**config.mk**
```make
export PLATFORM = sky130hd
export DESIGN_NAME = bit_extract_deposit_unit
export DESIGN_NICKNAME = d
export VERILOG_FILES = /design/src/hw/rtl/bedu_pkg.sv /design/src/hw/rtl/bedu_prefix.sv /design/src/hw/rtl/bedu_control.sv /design/src/hw/rtl/bedu_network.sv /design/src/hw/rtl/bit_extract_deposit_unit.sv
export SDC_FILE = /design/constraint.sdc
export NUM_CORES = 2
export LEC_CHECK = 0
export ABC_CLOCK_PERIOD_IN_PS = 65800
export BUFFER_PORTS_ARGS = -buffer_cell sky130_fd_sc_hd__buf_2
export CORE_UTILIZATION = 64
export CTS_CLUSTER_DIAMETER = 30
export DETAILED_ROUTE_END_ITERATION = 16
export MAX_ROUTING_LAYER = met4
export PLACE_DENSITY = 0.93
export SKIP_LAST_GASP = 1
export SYNTH_ARGS = -nofsm -noshare
export SYNTH_HDL_FRONTEND = slang
export SYNTH_HIERARCHICAL = 1
export SYNTH_SLANG_ARGS = --single-unit
```
**constraint.sdc**
```tcl
create_clock -name clock -period 65.8 [get_ports clock]
set_clock_uncertainty 0.1 [all_clocks]
set_input_delay 6.58 -clock clock [delete_from_list [all_inputs] [get_ports clock]]
set_output_delay 6.58 -clock clock [all_outputs]
set_load 0.01 [all_outputs]
```
**src/hw/rtl/bedu_pkg.sv**
```systemverilog
// Shared types, command codes and network helper functions for the bit extract/deposit unit.
`default_nettype none

package bedu_pkg;

   localparam int WORD_BITS   = 64;
   localparam int STAGE_COUNT = 6;
   localparam int PAIR_COUNT  = 32;
   localparam int BYTE_BITS   = 8;
   localparam int BYTE_COUNT  = 8;
   localparam int RANK_COUNT  = 3;

   typedef logic [WORD_BITS-1:0] word_type;
   typedef logic [PAIR_COUNT-1:0] ctl_word_type;
   typedef ctl_word_type [STAGE_COUNT-1:0] ctl_set_type;
   typedef logic [3:0] local_count_type;
   typedef logic [5:0] count_type;
   typedef local_count_type [WORD_BITS-1:0] local_set_type;
   typedef count_type [WORD_BITS-1:0] count_set_type;

   typedef enum logic [1:0] {
      CMD_EXTRACT = 2'd0,
      CMD_DEPOSIT = 2'd1,
      CMD_REVERSE = 2'd2,
      CMD_UNUSED  = 2'd3
   } cmd_type;

   typedef struct packed {
      logic     valid;
      cmd_type  cmd;
      word_type data;
      word_type mask;
   } beat_type;

   // Johnson counter of width 2**stage, advanced count times from zero.
   function automatic ctl_word_type johnson_decode(input count_type count,
                                                   input int unsigned stage);
      count_type   span;
      count_type   wrap;
      logic [32:0] field;
      logic [32:0] code;
      span  = count_type'(1 << stage);
      wrap  = count & count_type'((2 << stage) - 1);
      field = (33'd1 << span) - 33'd1;
      if (wrap < span) begin
         code = (33'd1 << wrap) - 33'd1;
      end else begin
         code = field & ~((33'd1 << (wrap - span)) - 33'd1);
      end
      return ctl_word_type'(code);
   endfunction

   // One butterfly layer: control 1 passes the pair, 0 swaps it.
   function automatic word_type butterfly(input word_type value, input ctl_word_type ctl,
                                          input int unsigned stage);
      int unsigned pair_gap;
      logic [5:0]  lo;
      logic [5:0]  hi;
      word_type    swapped;
      pair_gap = 1 << stage;
      swapped  = value;
      for (int unsigned n = 0; n < PAIR_COUNT; n++) begin
         lo = 6'((n >> stage) * (2 * pair_gap) + (n & (pair_gap - 1)));
         hi = 6'(lo + pair_gap);
         if (!ctl[n]) begin
            swapped[lo] = value[hi];
            swapped[hi] = value[lo];
         end
      end
      return swapped;
   endfunction

endpackage

`default_nettype wire

```
**src/hw/rtl/bedu_prefix.sv**
```systemverilog
// Two pipeline ranks that build running mask popcounts: per-byte, then global.
`default_nettype none

module bedu_prefix (
   input  logic                    clock,
   input  logic                    reset,
   input  logic                    advance,
   input  bedu_pkg::beat_type      in_beat,
   output bedu_pkg::beat_type      out_beat,
   output bedu_pkg::count_set_type out_count
);
   import bedu_pkg::*;

   beat_type        beat1_in;
   beat_type        beat1_ff;
   beat_type        beat2_ff;
   local_set_type   local_in;
   local_set_type   local_ff;
   count_set_type   count_in;
   count_set_type   count_ff;
   local_count_type run;
   logic [6:0]      base;

   always_comb begin
      beat1_in = in_beat;
      if (in_beat.cmd == CMD_EXTRACT) begin
         beat1_in.data = in_beat.data & in_beat.mask;
      end
      run = '0;
      for (int y = 0; y < BYTE_COUNT; y++) begin
         run = '0;
         for (int i = 0; i < BYTE_BITS; i++) begin
            run = run + local_count_type'(in_beat.mask[y * BYTE_BITS + i]);
            local_in[y * BYTE_BITS + i] = run;
         end
      end
   end

   always_ff @(posedge clock) begin
      if (reset) begin
         beat1_ff.valid <= 1'b0;
      end else if (advance) begin
         beat1_ff <= beat1_in;
         local_ff <= local_in;
      end
   end

   // byte offsets added to local counts; only the low six bits matter
   always_comb begin
      base = '0;
      for (int y = 0; y < BYTE_COUNT; y++) begin
         for (int i = 0; i < BYTE_BITS; i++) begin
            count_in[y * BYTE_BITS + i] =
               count_type'(base + 7'(local_ff[y * BYTE_BITS + i]));
         end
         base = base + 7'(local_ff[y * BYTE_BITS + BYTE_BITS - 1]);
      end
   end

   always_ff @(posedge clock) begin
      if (reset) begin
         beat2_ff.valid <= 1'b0;
      end else if (advance) begin
         beat2_ff <= beat1_ff;
         count_ff <= count_in;
      end
   end

   assign out_beat  = beat2_ff;
   assign out_count = count_ff;

endmodule

`default_nettype wire

```
**src/hw/rtl/bedu_control.sv**
```systemverilog
// Pipeline rank that decodes prefix counts into butterfly swap controls.
`default_nettype none

module bedu_control (
   input  logic                    clock,
   input  logic                    reset,
   input  logic                    advance,
   input  bedu_pkg::beat_type      in_beat,
   input  bedu_pkg::count_set_type in_count,
   output bedu_pkg::beat_type      out_beat,
   output bedu_pkg::ctl_set_type   out_ctl
);
   import bedu_pkg::*;

   wire ctl_set_type ctl_dec;
   ctl_set_type      ctl_in;
   ctl_set_type      ctl_ff;
   beat_type         beat_ff;

   for (genvar s = 0; s < STAGE_COUNT; s++) begin : g_stage
      localparam int SPAN = 1 << s;
      for (genvar g = 0; g < PAIR_COUNT / SPAN; g++) begin : g_group
         ctl_word_type code;
         assign code = johnson_decode(in_count[2 * g * SPAN + SPAN - 1], s);
         assign ctl_dec[s][g * SPAN +: SPAN] = code[SPAN-1:0];
      end
   end

   // reverse: a set mask bit swaps every pair of that layer
   always_comb begin
      for (int s = 0; s < STAGE_COUNT; s++) begin
         if (in_beat.cmd == CMD_REVERSE) begin
            ctl_in[s] = in_beat.mask[s] ? '0 : '1;
         end else begin
            ctl_in[s] = ctl_dec[s];
         end
      end
   end

   always_ff @(posedge clock) begin
      if (reset) begin
         beat_ff.valid <= 1'b0;
      end else if (advance) begin
         beat_ff <= in_beat;
         ctl_ff  <= ctl_in;
      end
   end

   assign out_beat = beat_ff;
   assign out_ctl  = ctl_ff;

endmodule

`default_nettype wire

```
**src/hw/rtl/bedu_network.sv**
```systemverilog
// Three-rank butterfly network, two layers per rank, direction set by command.
`default_nettype none

module bedu_network (
   input  logic                  clock,
   input  logic                  reset,
   input  logic                  advance,
   input  bedu_pkg::beat_type    in_beat,
   input  bedu_pkg::ctl_set_type in_ctl,
   output bedu_pkg::beat_type    out_beat
);
   import bedu_pkg::*;

   wire beat_type    beat_at [RANK_COUNT+1];
   wire ctl_set_type ctl_at  [RANK_COUNT];

   assign beat_at[0] = in_beat;
   assign ctl_at[0]  = in_ctl;

   for (genvar p = 0; p < RANK_COUNT; p++) begin : g_rank
      localparam int FWD0 = 2 * p;
      localparam int FWD1 = 2 * p + 1;
      localparam int BWD0 = STAGE_COUNT - 1 - 2 * p;
      localparam int BWD1 = STAGE_COUNT - 2 - 2 * p;

      beat_type beat_in;
      beat_type beat_ff;

      // deposit walks the layers from the top down
      always_comb begin
         beat_in = beat_at[p];
         if (beat_at[p].cmd == CMD_DEPOSIT) begin
            beat_in.data = butterfly(butterfly(beat_at[p].data, ctl_at[p][BWD0], BWD0),
                                     ctl_at[p][BWD1], BWD1);
         end else begin
            beat_in.data = butterfly(butterfly(beat_at[p].data, ctl_at[p][FWD0], FWD0),
                                     ctl_at[p][FWD1], FWD1);
         end
      end

      always_ff @(posedge clock) begin
         if (reset) begin
            beat_ff.valid <= 1'b0;
         end else if (advance) begin
            beat_ff <= beat_in;
         end
      end

      assign beat_at[p+1] = beat_ff;

      if (p < RANK_COUNT - 1) begin : g_ctl
         ctl_set_type ctl_ff;
         always_ff @(posedge clock) begin
            if (advance) begin
               ctl_ff <= ctl_at[p];
            end
         end
         assign ctl_at[p+1] = ctl_ff;
      end
   end

   assign out_beat = beat_at[RANK_COUNT];

endmodule

`default_nettype wire

```
**src/hw/rtl/bit_extract_deposit_unit.sv**
```systemverilog
// Top level: input conditioning, pipeline, result fixup and output register.
// Seven register stages: the prefix ranks, the control rank, the network ranks and the output register.
// Throughput: one beat per cycle; the whole pipeline holds while a result waits under stall.
// The running mask popcount is split into a per-byte rank and a global rank.
// Reset clears every stage valid bit; payload registers are not reset.
`default_nettype none

module bit_extract_deposit_unit #(
   parameter int DATA_WIDTH = 64
) (
   input  logic        clock,
   input  logic        reset,
   input  logic        req_valid,
   output logic        req_stall,
   input  logic [1:0]  req_command,
   input  logic [63:0] req_data_word,
   input  logic [63:0] req_bit_mask,
   output logic        rsp_valid,
   input  logic        rsp_stall,
   output logic [63:0] rsp_result_word
);
   import bedu_pkg::*;

   localparam logic [WORD_BITS:0] WIDE_ONE   = 1;
   localparam word_type           WIDTH_MASK =
      word_type'((WIDE_ONE << DATA_WIDTH) - WIDE_ONE);
   localparam logic [STAGE_COUNT-1:0] REV_ALLOW = {
      DATA_WIDTH > 32, DATA_WIDTH > 16, DATA_WIDTH > 8,
      DATA_WIDTH > 4,  DATA_WIDTH > 2,  DATA_WIDTH > 1
   };

   logic          advance;
   beat_type      in_beat;
   beat_type      pre_beat;
   count_set_type pre_count;
   beat_type      ctl_beat;
   ctl_set_type   ctl_set;
   beat_type      net_beat;
   word_type      result_in;
   word_type      rsp_result_ff;
   logic          rsp_valid_ff;

   assign advance   = !(rsp_valid_ff && rsp_stall);
   assign req_stall = !advance;

   always_comb begin
      in_beat.valid = req_valid;
      in_beat.cmd   = cmd_type'(req_command);
      in_beat.data  = req_data_word & WIDTH_MASK;
      in_beat.mask  = req_bit_mask & WIDTH_MASK;
      if (in_beat.cmd == CMD_REVERSE) begin
         in_beat.mask[STAGE_COUNT-1:0] = in_beat.mask[STAGE_COUNT-1:0] & REV_ALLOW;
      end
   end

   bedu_prefix u_prefix (
      .clock     (clock),
      .reset     (reset),
      .advance   (advance),
      .in_beat   (in_beat),
      .out_beat  (pre_beat),
      .out_count (pre_count)
   );

   bedu_control u_control (
      .clock    (clock),
      .reset    (reset),
      .advance  (advance),
      .in_beat  (pre_beat),
      .in_count (pre_count),
      .out_beat (ctl_beat),
      .out_ctl  (ctl_set)
   );

   bedu_network u_network (
      .clock    (clock),
      .reset    (reset),
      .advance  (advance),
      .in_beat  (ctl_beat),
      .in_ctl   (ctl_set),
      .out_beat (net_beat)
   );

   always_comb begin
      case (net_beat.cmd)
         CMD_EXTRACT: result_in = net_beat.data;
         CMD_DEPOSIT: result_in = net_beat.data & net_beat.mask;
         CMD_REVERSE: result_in = net_beat.data;
         default:     result_in = '0;
      endcase
      result_in = result_in & WIDTH_MASK;
   end

   always_ff @(posedge clock) begin
      if (reset) begin
         rsp_valid_ff <= 1'b0;
      end else if (advance) begin
         rsp_valid_ff  <= net_beat.valid;
         rsp_result_ff <= result_in;
      end
   end

   assign rsp_valid       = rsp_valid_ff;
   assign rsp_result_word = rsp_result_ff;

   a_reset_empty: assert property (@(posedge clock) reset |=> !rsp_valid)
      else $error("result valid right after reset");

   a_width: assert property (@(posedge clock) disable iff (reset)
      rsp_valid |-> (rsp_result_word & ~WIDTH_MASK) == '0)
      else $error("result bits above operand width");

   a_extract_count: assert property (@(posedge clock) disable iff (reset)
      (net_beat.valid && net_beat.cmd == CMD_EXTRACT) |->
         $countones(net_beat.data) <= $countones(net_beat.mask))
      else $error("extract network created bits");

endmodule

`default_nettype wire

```
### Yosys cells after proc, flatten, opt, wreduce, memory -nomap -nowiden

Index checks and enable logic that the tools add are counted.

| word-level totals | value |
|---|---|
| output and inout port bits | 66 |
| bits in registers | 1599 |
| word-level logic and storage cells | 1518 |
| bits of input ports | 134 |

| operators by class | value |
|---|---|
| eq/ne operators | 6 |
| order comparisons | 63 |
| add/subtract/negate cells | 299 |
| shifts and indexed selects | 126 |
| mux-type cells | 784 |
| bitwise operators | 67 |
| reductions and logical operators | 5 |

Operators by type and width:

| kind | number |
|---|---|
| $mux W1 | 672 |
| $mux W32 | 13 |
| $mux W64 | 4 |
| $shl A1 B6 Y1 const A | 32 |
| $mux W2 | 80 |
| $add A4 B1 Y4 | 35 |
| $and A64 B64 Y64 | 2 |
| $pmux W64 S2 | 1 |
| $shl A1 B6 Y2 const A | 16 |
| $shl A1 B6 Y32 const A | 2 |
| $sub A1 B1 Y1 const B | 64 |
| $sub A1 B1 Y2 const B | 32 |
| $sub A16 B1 Y16 const B | 4 |
| $sub A2 B1 Y2 const B | 32 |
| $sub A32 B1 Y32 const B | 2 |
| $sub A4 B1 Y4 const B | 16 |
| $sub A8 B1 Y8 const B | 8 |
| $shl A1 B6 Y4 const A | 8 |
| $sub A2 B2 Y3 const B | 16 |
| $not A1 Y1 | 34 |
| $lt A1 B1 Y1 const B | 32 |
| $lt A2 B2 Y1 const B | 16 |
| $mux W16 | 2 |
| $mux W4 | 8 |
| other kinds (39) | 219 |

### Longest topological paths before layout

| depth | value |
|---|---|
| word-level depth | 7 |
| depth in mapped cells | 21 |
| depth with buffers taken out | 20 |

### Hierarchy

Netlist, hierarchy kept.

By module, submodules not included:

| module | area an instance (um^2) | sequential area each (um^2) | instances | cells each |
|---|---|---|---|---|
| bedu_prefix | 35077.4 | 24453.5 | 1 | 2003 |
| bedu_network | 32824.0 | 21380.5 | 1 | 1835 |
| bedu_control | 17072.6 | 9689.3 | 1 | 1516 |
| bit_extract_deposit_unit | 3103.0 | 1941.9 | 1 | 212 |

### Worst setup path before layout

Ideal clock, no wire load.

| timing path | value |
|---|---|
| path kind | input to register |
| start point | input rsp_stall |
| end point | register u_prefix/beat1_ff[0] in the netlist's numbering (enable) |
| setup time | 2.124 ns |
| data arrival time | 47.115 ns |
| required time | 63.576 ns |
| setup slack | 16.462 ns |
| buffers on the path | 0 |
| stages on the path | 2 |
| cell sequence | nand2_1 nor2b_1 |

| on the way | value |
|---|---|
| cells in the longest elaborated chain, start to end | 3 |

RTL lines:

| element | RTL line | RTL |
|---|---|---|
| start: declaration | bit_extract_deposit_unit.sv:19 | `input logic rsp_stall,` |
| $logic_and A1 B1 Y1 | bit_extract_deposit_unit.sv:43 | `assign advance = !(rsp_valid_ff && rsp_stall);` |
| $not A1 Y1 (no source line) | n/a |  |
| $reduce_and A2 Y1 (no source line) | n/a |  |
| end signal: assignment | bedu_prefix.sv:43 | `beat1_ff <= beat1_in;` |
| end: declaration | bedu_prefix.sv:15 | `beat_type beat1_ff;` |

No other way between the ends.
A chain may end at the register's enable or synchronous reset.

### Final worst setup path

| timing path | value |
|---|---|
| start point | input rsp_stall |
| end point | output req_stall |

| on the way | value |
|---|---|
| cells in the longest elaborated chain, start to end | 1 |

RTL lines:

| element | RTL line | RTL |
|---|---|---|
| $logic_and A1 B1 Y1 | bit_extract_deposit_unit.sv:43 |  |
| end: declaration | bit_extract_deposit_unit.sv:14 | `output logic req_stall,` |

No other way between the ends.

==> impl_metrics.toml <==
[run_status]
status = "complete, but fails checks"
violations = "antenna violations"

[detailed_routing]
post_drt_wl_per_cell_um = 30.6
vias = 42993
wl_met1_mm = 71.0
viasPerCell = 6.58
wl_met2_mm = 89.7
antenna_left = 1
wl_mm = 200
drc_errors = 0
drtIter0Drc = 7699
top_layer_used = "met4"
wl_met3_mm = 26.5
drt_pass1_iterations = 9

[clock_tree]
cts-htree-levels = 5
cts_buffers = 279
cts_tree = "yes"
cts_root_buffer = "clkbuf_16"
clk_pin_slew_ps = 50
insertion_delay_ps = 910
cts_setup_buffers = 0
cts_sinks = 1590
post_cts_resized = 0
ctsLongestPathBuffers = 4
hold_buffers = 0

[sta]
fin_crit_sh = 0.217
fin_hold_ws_ps = 273
hold_viol = 0
max_freq_mhz = 70.0
setup-tns-final_ps = 0
finalWorstSetupSlack_ps = 51520
relSlewSlack = 0.0791
rsz0062_at_grt = "no"
worst_pin_slew_ps = 1380
fin_crit_ps = 14280
setup_viol = 0
drv_slew = 0

[place]
dpl.hpwl_mm = 129
pre_cts_ws_ps = 51580
routabilityCongestion = 1.01
port_buffers = 199

[floorplan]
fp.dieW_um = 339
io-pin-count = 200
dieArea_um2 = 115000
start_util = 0.646
rows = 123
core_um2 = 113000
die_height_um = 339

[worst_setup_path]
critPathMostFrequentCell = "buf_2"
max_stage_delay_ps = 480
path_class = "input port to primary output"
worstSetupStartpointType = "input port"
worstPathRequired_ps = 59120
worstPathMaxFanout = 43
cp_top_family = "buffers and inverters"
crit_path_top_delay_cell = "nand2_4"
crit_buf_inv = 3
endpoint_kind = "primary output"
crit_chain = "buf_2 -> nand2_4 -> inv_1 -> buf_2"
worstPathArrival_ps = 7600

[finish]
n_fill_cell = 5950
regArea_um2 = 47700
area_growth_pct = 14.1
final_nets = 5261
most-common-layout-cells = "1583 x edfxtp_1, 588 x mux2i_1, 385 x mux2_2"
layout_commonest_cell = "edfxtp_1"
multiInputGateArea_um2 = 22700
drive_gt1_frac = 0.223

[synthesis]
syn_nets = 5034
ys_warn_count = 6
syn_avg_cell_area_um2 = 15.9
netlist_instances = 4573
syn_area_um2 = 72700

[power_and_ir_drop]
p_comb_frac = 0.320
p_clk_frac = 0.300
peakVddDrop_mv = 0.0772
swShare = 0.362
p_switching_w = 0.00166
leakage_nw = 32.1
seqPwrFrac = 0.381
p_int_w = 0.00293
p_per_area_nw_per_um2 = 55.3

[grt]
track_usage = 0.354
antenna_found_initial = 25
grt_pass1_wl_mm = 284
grt.overflow.total = 0
grt_max_degree = 183
grt_pass1_vias = 42531

[flow_run]
cap_violations = 0

[min_path]
hp-class = "register to register"
-- metrics by stage --
stage	power [W]	cell area, µm²	instances	utilization
floorplan	0.00260	72700	4573	-
global placement	0.00300	74000	6019	0.657
detailed placement	0.00308	74000	6019	0.657
CTS	0.00454	83000	6505	0.736
global route	0.00472	83000	6520	0.737
finish	0.00459	83000	6530	0.737
-- worst paths after layout --
kind | startpoint | endpoint | slack (ps) | cells after the start
worst min-delay path | u_prefix/out_beat[80] | u_control/out_beat[80] | 270 | 0
worst min register to register | u_prefix/out_beat[80] | u_control/out_beat[80] | 270 | 0
worst max register to register | u_prefix/local_ff[28] | u_prefix/out_count[286] | 59130 | 18
worst max-delay path | rsp_stall | req_stall | 51520 | 4
-- metal layers --
layer | up-vias | global-route usage
li1 | 17737 | -
met1 | 20812 | 0.444
met2 | 3654 | 0.523
met3 | 790 | 0.102
met4 | 0 | 0.189
met5 | - | -
-- worst register-to-register path, stage by stage (launching register included) --
cell and delay [ps]:
edfxtp_1 600, ha_1 340, fa_1 800, inv_1 120
fa_1 450, xor2_1 170, inv_1 140, ha_1 350
a21oi_1 150, nand2_1 100, xor2_1 500, ha_1 370
xor2_1 280, ha_1 290, nor2b_1 130, a221oi_1 870
xnor3_1 340, xnor3_2 210, inv_1 90
-- sequential cells by signal, summed over array words and instances, names as in the netlist --
register            cells
u_control/out_ctl     192
u_prefix/local_ff     108
u_control/out_beat    131
u_network/ctl_at      320
u_network/beat_at     262
rsp_valid               1
u_network/out_beat    131
u_prefix/out_beat     131
u_prefix/beat1_ff     131
rsp_result_word        64
u_prefix/out_count    119
-- power by group through the flow --
stage	registers [W]	logic (W)	clock network [W]
final	0.00175	0.00147	0.00138
after global placement	0.00171	0.00129	0
after floorplan	0.00163	0.000970	0
after CTS	0.00172	0.00143	0.00138
after global routing	0.00175	0.00154	0.00143
after detailed placement	0.00173	0.00136	0
-- area by class of cell --
class,instances,area share
sequential,1590,0.574
multi-input combinational,2567,0.274
clock buffer,313,0.0867
tap,1500,0.0226
clock inverter,173,0.0207
timing repair buffer,235,0.0154
inverter,127,0.00577
antenna,25,0.000754
Note: power is estimated with default switching activity, not from simulation.
